<file path="config.mk">
export PLATFORM = sky130hd
export DESIGN_NAME = serial_command_nibble_decoder_core
export DESIGN_NICKNAME = d
export VERILOG_FILES = /design/src/design/scnd_pkg.sv /design/src/design/scnd_decode.sv /design/src/design/serial_command_nibble_decoder_core.sv
export SDC_FILE = /design/constraint.sdc
export NUM_CORES = 1
export LEC_CHECK = 0
export ABC_AREA = 1
export BUFFER_PORTS_ARGS = -buffer_cell sky130_fd_sc_hd__buf_2
export CORE_UTILIZATION = 50
export DETAILED_ROUTE_END_ITERATION = 8
export PLACE_DENSITY = 0.68
export SYNTH_ARGS = -nofsm -noshare
export SYNTH_HDL_FRONTEND = slang
export SYNTH_HIERARCHICAL = 1
export SYNTH_SLANG_ARGS = --single-unit
</file>
<file path="constraint.sdc">
create_clock -name clk -period 11.06 [get_ports clk]
set_input_delay 1.106 -clock clk [delete_from_list [all_inputs] [get_ports clk]]
set_output_delay 1.106 -clock clk [all_outputs]
set_load 0.01 [all_outputs]
</file>
<file path="src/design/scnd_pkg.sv">
// ----------------------------------------------------------------------------
// scnd_pkg
// Shared types for the serial command nibble decoder.
// ----------------------------------------------------------------------------
package scnd_pkg;

	typedef struct packed {
		logic        transmit_enable;
		logic [9:0]  tick_period_ms;
		logic        clear_elapsed;
		logic        led_pin_write;
		logic        led_level_write;
		logic [1:0]  led_slot;
		logic [3:0]  led_pin;
		logic [11:0] led_level;
		logic        single_led_always_on;
		logic        mode_updated;
		logic [26:0] duration_ms;
		logic        duration_done;
	} result_t;

endpackage

</file>
<file path="src/design/scnd_decode.sv">
// ----------------------------------------------------------------------------
// scnd_decode
// Command state and combinational decode of one received nibble.
// ----------------------------------------------------------------------------
module scnd_decode #(
	parameter int LED_SLOTS = 4
) (
	input  logic             clk,
	input  logic             arst_n,
	input  logic             en,
	input  logic [3:0]       nib,
	output scnd_pkg::result_t res
);
	import scnd_pkg::*;

	localparam int SLOT_W = (LED_SLOTS > 1) ? $clog2(LED_SLOTS) : 1;

	localparam logic [2:0] PH_IDLE  = 3'd0;
	localparam logic [2:0] PH_PIN   = 3'd1;
	localparam logic [2:0] PH_LEVEL = 3'd2;
	localparam logic [2:0] PH_MODE  = 3'd3;
	localparam logic [2:0] PH_DUR   = 3'd4;

	localparam logic [3:0] CMD_TX_OFF   = 4'd0;
	localparam logic [3:0] CMD_TX_ON    = 4'd1;
	localparam logic [3:0] CMD_TICK_1   = 4'd2;
	localparam logic [3:0] CMD_TICK_10  = 4'd3;
	localparam logic [3:0] CMD_TICK_100 = 4'd4;
	localparam logic [3:0] CMD_TICK_1K  = 4'd5;
	localparam logic [3:0] CMD_CLEAR    = 4'd6;
	localparam logic [3:0] CMD_LED_SET  = 4'd7;
	localparam logic [3:0] CMD_DURATION = 4'd8;

	localparam logic [2:0] LAST_DIGIT = 3'd4;
	localparam int         DSUM_W     = 18;         // 15 * 11111 fits
	localparam int         FIN_W      = 29;
	localparam int         DUR_SCALE  = 1000;
	localparam int         TOP_SCALE  = 10000 * DUR_SCALE;
	localparam int         DUR_MAX    = 99999000;

	function automatic logic [11:0] level_code(input logic [3:0] n);
		logic [11:0] v;
		unique case (n)
			4'd0:    v = 12'd0;
			4'd1:    v = 12'd1737;
			4'd2:    v = 12'd1861;
			4'd3:    v = 12'd1985;
			4'd4:    v = 12'd2109;
			4'd5:    v = 12'd2233;
			4'd6:    v = 12'd2357;
			4'd7:    v = 12'd2481;
			default: v = 12'd2048;
		endcase
		return v;
	endfunction

	function automatic logic [9:0] tick_ms(input logic [1:0] sel);
		logic [9:0] v;
		unique case (sel)
			2'd0:    v = 10'd1;
			2'd1:    v = 10'd10;
			2'd2:    v = 10'd100;
			default: v = 10'd1000;
		endcase
		return v;
	endfunction

	// weights of the first four digits; the fifth is folded into the scaling
	function automatic logic [9:0] digit_weight(input logic [2:0] pos);
		logic [9:0] v;
		unique case (pos)
			3'd0:    v = 10'd1;
			3'd1:    v = 10'd10;
			3'd2:    v = 10'd100;
			default: v = 10'd1000;
		endcase
		return v;
	endfunction

	logic [2:0]        phase_q, phase_d;
	logic [SLOT_W-1:0] slot_q, slot_d;
	logic [3:0]        pin_q, pin_d;
	logic [2:0]        dpos_q, dpos_d;
	logic [26:0]       acc_q, acc_d;
	logic              tx_q, tx_d;
	logic [1:0]        tick_q, tick_d;
	logic              mode_q, mode_d;

	logic [2:0]        pos;
	logic [FIN_W-1:0]  fin;

	always_comb begin
		phase_d = phase_q;
		slot_d  = slot_q;
		pin_d   = pin_q;
		dpos_d  = dpos_q;
		acc_d   = acc_q;
		tx_d    = tx_q;
		tick_d  = tick_q;
		mode_d  = mode_q;

		res = '0;

		pos = (dpos_q < 3'd5) ? dpos_q : LAST_DIGIT;
		// (acc + nib*10000) * 1000, split into two constant products
		fin = FIN_W'(acc_q[DSUM_W-1:0]) * FIN_W'(DUR_SCALE)
			+ FIN_W'(nib) * FIN_W'(TOP_SCALE);

		unique case (phase_q)
			PH_PIN: begin
				pin_d             = nib;
				res.led_pin_write = 1'b1;
				res.led_slot      = 2'(slot_q);
				res.led_pin       = nib;
				phase_d           = PH_LEVEL;
			end
			PH_LEVEL: begin
				res.led_level_write = 1'b1;
				res.led_slot        = 2'(slot_q);
				res.led_pin         = pin_q;
				res.led_level       = level_code(nib);
				if (slot_q == SLOT_W'(LED_SLOTS - 1)) begin
					slot_d  = '0;
					phase_d = PH_MODE;
				end else begin
					slot_d  = slot_q + 1'b1;
					phase_d = PH_PIN;
				end
			end
			PH_MODE: begin
				mode_d           = nib[0];
				res.mode_updated = 1'b1;
				phase_d          = PH_IDLE;
			end
			PH_DUR: begin
				if (pos == LAST_DIGIT) begin
					acc_d             = (fin > FIN_W'(DUR_MAX)) ? 27'(DUR_MAX) : 27'(fin);
					dpos_d            = '0;
					res.duration_done = 1'b1;
					phase_d           = PH_IDLE;
				end else begin
					acc_d  = acc_q + 27'(14'(nib) * 14'(digit_weight(pos)));
					dpos_d = pos + 3'd1;
				end
			end
			default: begin
				// idle, and any unused phase code
				phase_d = PH_IDLE;
				unique case (nib)
					CMD_TX_OFF:   tx_d   = 1'b0;
					CMD_TX_ON:    tx_d   = 1'b1;
					CMD_TICK_1:   tick_d = 2'd0;
					CMD_TICK_10:  tick_d = 2'd1;
					CMD_TICK_100: tick_d = 2'd2;
					CMD_TICK_1K:  tick_d = 2'd3;
					CMD_CLEAR:    res.clear_elapsed = 1'b1;
					CMD_LED_SET: begin
						slot_d  = '0;
						phase_d = PH_PIN;
					end
					CMD_DURATION: begin
						acc_d   = '0;
						dpos_d  = '0;
						phase_d = PH_DUR;
					end
					default: ;
				endcase
			end
		endcase

		res.transmit_enable      = tx_d;
		res.tick_period_ms       = tick_ms(tick_d);
		res.single_led_always_on = mode_d;
		res.duration_ms          = acc_d;
	end

	always_ff @(posedge clk or negedge arst_n) begin
		if (!arst_n) begin
			phase_q <= PH_IDLE;
			slot_q  <= '0;
			pin_q   <= '0;
			dpos_q  <= '0;
			acc_q   <= '0;
			tx_q    <= 1'b0;
			tick_q  <= 2'd0;
			mode_q  <= 1'b0;
		end else if (en) begin
			phase_q <= phase_d;
			slot_q  <= slot_d;
			pin_q   <= pin_d;
			dpos_q  <= dpos_d;
			acc_q   <= acc_d;
			tx_q    <= tx_d;
			tick_q  <= tick_d;
			mode_q  <= mode_d;
		end
	end

endmodule

</file>
<file path="src/design/serial_command_nibble_decoder_core.sv">
// ----------------------------------------------------------------------------
// serial_command_nibble_decoder_core
// Decodes the low nibble of received bytes into transmit, tick, clear, LED setup, mode and duration updates.
// ----------------------------------------------------------------------------
// A request accepted into the input register (s1) is decoded and its result
// is taken into the result register (s2), which drives out_valid. Throughput:
// one request per cycle while out_stall does not hold a full result register;
// the decode is a single pass through the command state and result register.
// Reset: arst_n clears both valid flags and the command state (idle phase,
// transmit off, 1 ms tick, mode bit and duration cleared).
module serial_command_nibble_decoder_core #(
	parameter int LED_SLOTS = 4
) (
	input  logic        clk,
	input  logic        arst_n,
	input  logic        in_valid,
	output logic        in_stall,
	input  logic [7:0]  rx_byte,
	output logic        out_valid,
	input  logic        out_stall,
	output logic        transmit_enable,
	output logic [9:0]  tick_period_ms,
	output logic        clear_elapsed,
	output logic        led_pin_write,
	output logic        led_level_write,
	output logic [1:0]  led_slot,
	output logic [3:0]  led_pin,
	output logic [11:0] led_level,
	output logic        single_led_always_on,
	output logic        mode_updated,
	output logic [26:0] duration_ms,
	output logic        duration_done
);
	import scnd_pkg::*;

	logic       valid_s1;
	logic [3:0] nib_s1;
	logic       valid_s2;
	result_t    res_s2;
	result_t    dec_res;
	logic       in_take;
	logic       adv;

	// s1 moves on when the result register is empty or being drained
	assign adv      = valid_s1 && (!valid_s2 || !out_stall);
	assign in_stall = valid_s1 && valid_s2 && out_stall;
	assign in_take  = in_valid && !in_stall;

	scnd_decode #(
		.LED_SLOTS(LED_SLOTS)
	) u_decode (
		.clk    (clk),
		.arst_n (arst_n),
		.en     (adv),
		.nib    (nib_s1),
		.res    (dec_res)
	);

	always_ff @(posedge clk or negedge arst_n) begin
		if (!arst_n) begin
			valid_s1 <= 1'b0;
			valid_s2 <= 1'b0;
		end else begin
			if (in_take) begin
				valid_s1 <= 1'b1;
			end else if (adv) begin
				valid_s1 <= 1'b0;
			end
			if (adv) begin
				valid_s2 <= 1'b1;
			end else if (!out_stall) begin
				valid_s2 <= 1'b0;
			end
		end
	end

	always_ff @(posedge clk) begin
		if (in_take) begin
			nib_s1 <= rx_byte[3:0];
		end
		if (adv) begin
			res_s2 <= dec_res;
		end
	end

	assign out_valid            = valid_s2;
	assign transmit_enable      = res_s2.transmit_enable;
	assign tick_period_ms       = res_s2.tick_period_ms;
	assign clear_elapsed        = res_s2.clear_elapsed;
	assign led_pin_write        = res_s2.led_pin_write;
	assign led_level_write      = res_s2.led_level_write;
	assign led_slot             = res_s2.led_slot;
	assign led_pin              = res_s2.led_pin;
	assign led_level            = res_s2.led_level;
	assign single_led_always_on = res_s2.single_led_always_on;
	assign mode_updated         = res_s2.mode_updated;
	assign duration_ms          = res_s2.duration_ms;
	assign duration_done        = res_s2.duration_done;

endmodule
</file>
# --- Word level (Yosys, flattened, before mapping) ---
# Memories as Yosys holds them, arrays and structs flattened. A register that Yosys moved wholly into a read port is not among the register bits.
# Cells that the tools add are included.
classes:
  add_sub_neg: 4
  multipliers: 3
  order_cmp: 2
  eq_ne: 20
  muxes: 36
  bitwise_logic: 3
  n_reduce_logical: 22
ops:
  columns: ["op", "n"]
  rows:
  - ["2-to-1 mux 27 bit", 3]
  - ["one-hot mux 10 bit (3 select lines)", 2]
  - ["one-hot mux 27 bit (2 select lines)", 1]
  - ["adder 28 x 28 -> 29 bit", 1]
  - ["> comparator 29 x 27 -> 1 bit, second input constant", 1]
  - ["adder 27 x 14 -> 27 bit", 1]
  - ["multiplier 18 x 7 -> 25 bit, second input constant", 1]
  - ["multiplier 4 x 17 -> 21 bit, second input constant", 1]
  - ["2-to-1 mux 10 bit", 2]
  - ["== test 4 x 3 -> 1 bit, second input constant", 4]
  - ["2-to-1 mux 3 bit", 5]
  - ["multiplier 4 x 10 -> 14 bit", 1]
  - ["2-to-1 mux 12 bit", 1]
  - ["one-hot mux 3 bit (2 select lines)", 2]
  - ["one-hot mux 3 bit (4 select lines)", 1]
  - ["one-hot mux 6 bit (2 select lines)", 1]
  - ["2-to-1 mux 1 bit", 11]
  - ["== test 3 x 2 -> 1 bit, second input constant", 3]
  - ["== test 4 x 2 -> 1 bit, second input constant", 2]
  - ["2-to-1 mux 2 bit", 4]
  - ["one-hot mux 2 bit (4 select lines)", 1]
  - ["== test 3 x 1 -> 1 bit, second input constant", 2]
  - ["== test 3 bit, second input constant", 2]
  - ["AND reduction 3 bit", 2]
  - ["22 further kinds", 35]
totals:
  reg_bits: 111
  romBits: 88
  input_bits: 12
  out_inout_bits: 64
  elab_cells: 115
  n_memories: 1
mem_list:
  columns: ["memory", "words", "word_bits", "rd", "rd_clocked_by_memory_dff", "write_ports", "line", "text"]
  rows:
  - ["(name not given)", 8, 11, 1, 1, 0, "scnd_decode.sv:43", "unique case (n)"]

# --- Depth between registers and ports, before layout ---
# Gate-level depths: netlist of the first run.
depth:
  word_depth: 10
  ltp_mapped: 40
  depth_no_buf: 38

# --- Hierarchy ---
# Netlist of the first run, hierarchy kept.
by_module_without_submodules:
  columns: ["mod", "n_inst", "cells_per_inst", "area_each_um2", "seq_area_each_um2"]
  rows:
  - ["scnd_decode", 1, 1476, 10274.9, 1076.0]
  - ["serial_command_nibble_decoder_core", 1, 78, 2077.0, 2031.9]

# --- Least setup slack after synthesis of the first run ---
# Ideal clock, no wire load.
synth_path:
  path_kind: "register to register"
  from: "register u_decode.acc_q[9]"
  to: "register res_s2 (netlist bit duration_ms[10]) (data pin)"
  setup_ps: 265
  arrival_time_ps: 6013
  required_time_ps: 10795
  slack_ps: 4782
  path_stages_with_launch: 32
  path_buffers: 1
  synth_period_minus_slack_ps: 6278
  cell_sequence: "dfrtp_1 inv_1 fa_1 fa_1 fa_1 fa_1 inv_1 ha_1 nand2_1 nor4_1 a21oi_1 o21ai_0 a21boi_0 o21ai_0 xor2_1 inv_1 ha_1 nand2_1 inv_1 nand2_1 nand2_1 a21oi_1 nand4_1 nand2_1 nand2_1 nor2_1 nand4_1 nand2_4 buf_6 nand3_2 nand2_1 o21ai_1"
synth_lines:
  columns: ["element", "line", "text"]
  rows:
  - ["start, declared", "scnd_decode.sv:84", "logic [26:0] acc_q, acc_d;"]
  - ["start signal, assigned", "scnd_decode.sv:183", "acc_q <= '0;"]
  - ["start signal, assigned", "scnd_decode.sv:192", "acc_q <= acc_d;"]
  - ["end signal, assigned", "serial_command_nibble_decoder_core.sv:82", "res_s2 <= dec_res;"]
  - ["end, declared", "serial_command_nibble_decoder_core.sv:39", "result_t res_s2;"]

==> results of run 1 <==
-- stage by stage --
step | setup WS (ns) | cells | utilization, % | hold slack [ns] | instance area (um^2)
final | 3.53 | 1947 | 54.9 | 0.488 | 13300
after global placement | 3.65 | 1931 | 53.6 | 0.467 | 13000
after floorplan | 4.78 | 1555 | - | 0.448 | 12400
after detailed placement | 3.61 | 1931 | 53.6 | 0.473 | 13000
after global routing | 2.82 | 1947 | 54.9 | 0.525 | 13300
after CTS | 3.59 | 1947 | 54.9 | 0.490 | 13300
-- flip-flops by register name (all words and copies together), names as in the netlist, 2 cells and up --
name,count
led_level,12
u_decode/acc_q,27
u_decode/tick_q,2
u_decode/dpos_q,3
tick_period_ms,10
nib_s1,4
u_decode/phase_q,3
led_pin,4
led_slot,2
u_decode/pin_q,4
duration_ms,27
u_decode/slot_q,2
-- cell families after synthesis --
group	synth area share [%]
and+or+nand+nor	23.5
buffers and inverters	10.4
adders and majority gates	28.7
AOI/OAI and AO/OA	9.00
DFF	25.2
xor gates and xnor gates	3.25
other	0.0304
-- cell type report --
class | count | share of cell area, %
multi-input cells | 1121 | 59.9
flip-flops and latches | 111 | 23.4
inverters | 298 | 8.41
well taps | 324 | 3.05
repair buffers | 77 | 3.01
clock buffers | 10 | 1.80
clock inverters | 6 | 0.470
-- metal layers --
layer	GRT usage (%)	share of wire (%)	vias to the layer above
met5	0	0	-
met4	9.09	3.6	0
met3	3.07	5.2	53
met2	40.6	47	332
met1	32.6	45	4848
li1	-	-	5069
-- worst register-to-register path, delay by kind of cell (launching register included) --
family,cells,cell delay (ns)
XOR/XNOR,1,0.16
adder cells (fa/ha/maj),6,2.69
AND/OR/NAND/NOR,15,2.48
flip-flops,1,0.47
buffers and inverters,3,0.41
AO/OA/AOI/OAI,5,1.04
-- worst paths after layout --
| check | end | slack [ns] | cells after the start |
|---|---|---|---|
| worst max-delay path | duration_ms[14] | 3.53 | 30 |
| worst min-delay path | u_decode/tick_q[0] | 0.49 | 2 |
| worst max register to register | duration_ms[14] | 3.53 | 30 |
| worst min register to register | u_decode/tick_q[0] | 0.49 | 2 |
| max in group asynchronous | u_decode/acc_q[23] | 9.77 | 2 |
| min in group asynchronous | out_valid | 0.83 | 2 |
-- layout by cell type (no fill, tap or decap), types with 45 or more instances in the layout --
cell        n
a21oi_1    72
buf_2      71
dfrtp_1    45
edfxtp_1   66
fa_1       89
ha_1      141
inv_1     287
nand2_1   364
nand3_1    68
nor2_1    107
o21ai_0    72
==> metrics.cfg, run 1 <==
[clock_network]
cts_tree = built
cts_hold_buf = 0
insertion_delay_ns = 0.36
clockRootBuffer = clkbuf_16
h-tree-depth = 3
cts_resized = 0
clock_sinks = 111
numCtsBuffers = 9
cts_buffer_depth = 2
path_clk_slew_ns = 0.09
post_cts_buffers = 0

[global_route]
grtUsageTotal_pct = 24.4
grt_pass1_vias = 9653
antenna_found_initial = 0
grt_max_degree = 82
grt_pass1_wl_um = 48800
grt.overflow.total = 0

[synthesis]
synth.distinct_cells = 52
synth_edf_count = 66
ys_ff_latch = 111
yosysTopAreaCell = edfxtp_1
yosys-top-cells-area = edfxtp_1 (16%), fa_1 (14%), ha_1 (14%)
synth.top_cells.by_count = nand2_1 (364), inv_1 (287), ha_1 (141)
synthFlopType = edfxtp_1
syn_avg_cell_area_um2 = 7.95
yosysTopAreaCellShare_pct = 16.0
synth_area_um2 = 12400
syn_inst = 1554
ys_warn_count = 6
ys_async_sr_fraction_pct = 40.5
synth-seq-area-share_pct = 25.2
yosysMostFrequentCell = nand2_1

[drt]
routed_via_density = 5.29
ant_nets = 0
routed_wl_um = 30000
wl_per_cell_um = 15.4
drc = 0
first_pass_iters = 6
vias = 10302
drt_iter0_drc = 787

[finish]
multi_input_area_um2 = 7970
fillers = 2283
drive_gt1_share_pct = 10.8
num_antenna_cells = 0
regArea_um2 = 3110
nets = 1860
syn_to_final_growth_pct = 7.74

[timing]
hold_viol = 0
setup_tns_ns = 0
rsz0062_at_grt = false
skew_ns = 0.0181
slew-limit-headroom_pct = 35.4
drv_slew = 0
fmax_mhz = 133
min_period_over_period_pct = 68.1
worstMarginPinSlew_ns = 0.968
post-route-min-period_ns = 7.53
report.final.setup_viol = 0

[critical_path]
cp-startpoint = u_decode/acc_q[9]
cp_common_cell = nand2_1
crit_type = flip-flop to flip-flop
cp_slowest_cell = fa_1
startpoint_type = flip-flop
crit_family = adder cells
critical_path_required_ns = 11.15
cp-end-kind = flip-flop
crit_buf_inv = 3
path_max_fanout = 23
worstPathArrival_ns = 7.62
cp_slowest_stage_delay_ns = 0.54
reg2reg_from = u_decode/acc_q[9]

[place]
port_buffers = 71
place.gp.congestion = 0.902
dp_hpwl_um = 24600

[die]
num_rows = 57
die_w_um = 159
pin_count = 76
fp.dieArea_um2 = 25300
die_y_um = 159
core-area_um2 = 24200
initial_core_util_pct = 50.9

[job]
cap_violations = 0

[worst_hold_path]
hold_path.class = flip-flop to flip-flop
min-delay-start = u_decode/tick_q[0]

[run_status]
status = completed

Power of run 1 is not shown: default switching activity piles up to over one toggle a cycle in this logic, so the estimate is an artifact.
==> run 2: changes to the inputs <==
==> constraint.sdc (replaced) <==
create_clock -name clk -period 7.29 [get_ports clk]
set_input_delay 0.729 -clock clk [delete_from_list [all_inputs] [get_ports clk]]
set_output_delay 0.729 -clock clk [all_outputs]
set_load 0.01 [all_outputs]
==> run 2 against run 1 <==
Effect of this change:
- the flow now finishes with violations (design-rule violations)
- final area grew 1.8%
- critical path depth increased by 1
- sequential share of layout area is 0.41 points lower
- highest routed layer unchanged
==> metrics.cfg, run 2 (synthesis results as in run 1) <==
[clock_network]
h-tree-depth = 3  ; unchanged
cts_hold_buf = 0  ; unchanged
clockRootBuffer = clkbuf_16
clock_sinks = 111  ; unchanged
cts_buffer_depth = 2  ; unchanged
path_clk_slew_ns = 0.08  ; about the same
insertion_delay_ns = 0.36  ; about the same
cts_tree = built
numCtsBuffers = 9  ; unchanged

[critical_path]
reg2reg_from = u_decode/acc_q[3]
rr_worst_depth = 31  ; +3.3%
cp-startpoint = u_decode/acc_q[3]
critical_path_required_ns = 7.35  ; -3.80 ns
crit_type = flip-flop to flip-flop
cp-end-kind = flip-flop
cp_slowest_stage_delay_ns = 0.59  ; +0.05 ns
worstPathArrival_ns = 6.98  ; -0.64 ns
startpoint_type = flip-flop
cp_slowest_cell = fa_1
cp_common_cell = nand2_1
path_max_fanout = 11  ; -52%

[timing]
post-route-min-period_ns = 6.92  ; -0.611 ns
fmax_mhz = 145  ; +8.8%
drv_slew = 0  ; unchanged
setup_ws_ns = 0.374  ; -3.16 ns
min_period_over_period_pct = 94.9  ; +27 points
worstMarginPinSlew_ns = 0.891  ; -0.0772 ns
report.final.setup_viol = 0  ; unchanged
slew-limit-headroom_pct = 40.6  ; +5.1 points
skew_ns = 0.0160  ; -0.00209 ns
hold_viol = 0  ; unchanged

[finish]
num_antenna_cells = 0  ; unchanged
syn_to_final_growth_pct = 9.65
final_common_cell = nand2_1
fillers = 2292  ; +0.39%
drive_gt1_share_pct = 12.6  ; +1.8 points
regArea_um2 = 3110  ; unchanged
layout_common_cells = nand2_1 (364), inv_1 (283), ha_1 (141), nor2_1 (107), fa_1 (89)
multi_input_area_um2 = 8010  ; +0.42%
nets = 1885  ; +1.3%

[drt]
drt_iter0_drc = 786  ; -0.13%
first_pass_iters = 8  ; +2
drc = 2  ; +2
ant_nets = 0  ; unchanged
vias = 10381  ; +0.77%
routed_wl_um = 30800  ; +2.5%
routed_via_density = 5.26  ; -0.51%
wl_per_cell_um = 15.6  ; +1.2%

[global_route]
grt_pass1_wl_um = 50100  ; +2.5%
grt_max_degree = 75  ; -8.5%
grt.overflow.total = 0  ; unchanged
grt_pass1_vias = 9776  ; +1.3%
grtUsageTotal_pct = 25.1  ; +0.67 points
antenna_found_initial = 0  ; unchanged

[die]
num_rows = 57  ; unchanged
initial_core_util_pct = 50.9  ; unchanged
die_y_um = 159  ; unchanged
pin_count = 76  ; unchanged
fp.dieArea_um2 = 25300  ; unchanged
core-area_um2 = 24200  ; unchanged
die_w_um = 159  ; unchanged

[place]
place.gp.congestion = 0.935  ; +3.7%
place_ws_ns = 0.250  ; -3.36 ns
port_buffers = 71  ; unchanged
dp_hpwl_um = 25000  ; +1.9%

[run_status]
violations = design-rule violations
status = complete, but fails checks

[job]
cap_violations = 0  ; unchanged

[worst_hold_path]
hold_path.class = input pin to asynchronous set/reset pin

-- run 2: cell types whose count changed in the layout (fill, tap and decap cells not counted), sizes merged --
cell	change
nand2	+1
clkinv	-2
buf	+24
clkinvlp	+2
-- run 2: area by class of cell --
class / instances / area share (%)
inverter: 298 / 8.31
timing repair buffer: 101 / 4.38
multi-input combinational: 1122 / 59.1
tap: 324 / 2.99
clock inverter: 6 / 0.480
sequential: 111 / 22.9
clock buffer: 10 / 1.76
-- run 2: final timing paths --
kind,to,slack [ns]
max in group asynchronous,u_decode/acc_q[8],6.37
worst max register to register,duration_ms[9],0.37
worst min-delay path,out_valid,0.45
min in group clk,u_decode/pin_q[2],0.49
worst min register to register,u_decode/pin_q[2],0.49
worst max-delay path,duration_ms[9],0.37
-- run 2: critical path: cells and delay by family, from the launching register on --
family	cells	cell delay (ns)
adder cells (fa/ha/maj)	6	2.77
flip-flops	1	0.41
AND/OR/NAND/NOR	15	1.89
AO/OA/AOI/OAI	5	0.92
buffers and inverters	4	0.47
XOR/XNOR	1	0.17
-- run 2: metrics by stage --
stage               hold WS, ns  area (um^2)  util (%)  std cells  setup TNS, ns
global route              0.522        13500      55.9       1972         -0.818
global placement          0.467        13200      54.3       1951              0
finish                    0.454        13500      55.9       1972              0
detailed placement        0.474        13200      54.3       1951              0
floorplan                 0.433        12400         -       1555              0
CTS                       0.483        13500      55.5       1967              0
-- run 2: repair_timing --
action                     CTS  global route
setup buffers                0             4
gates resized for setup      0            13
setup endpoints to repair    0            46
-- run 2: routing by layer --
| metal | global-route usage [%] | part of all wire, % | up-vias |
|---|---|---|---|
| li1 | - | - | 5129 |
| met1 | 33.4 | 44 | 4871 |
| met2 | 42.2 | 47 | 334 |
| met3 | 2.87 | 5.5 | 47 |
| met4 | 9.18 | 3.4 | 0 |
| met5 | 0 | 0 | - |
Power of run 2 is left out for the same reason.
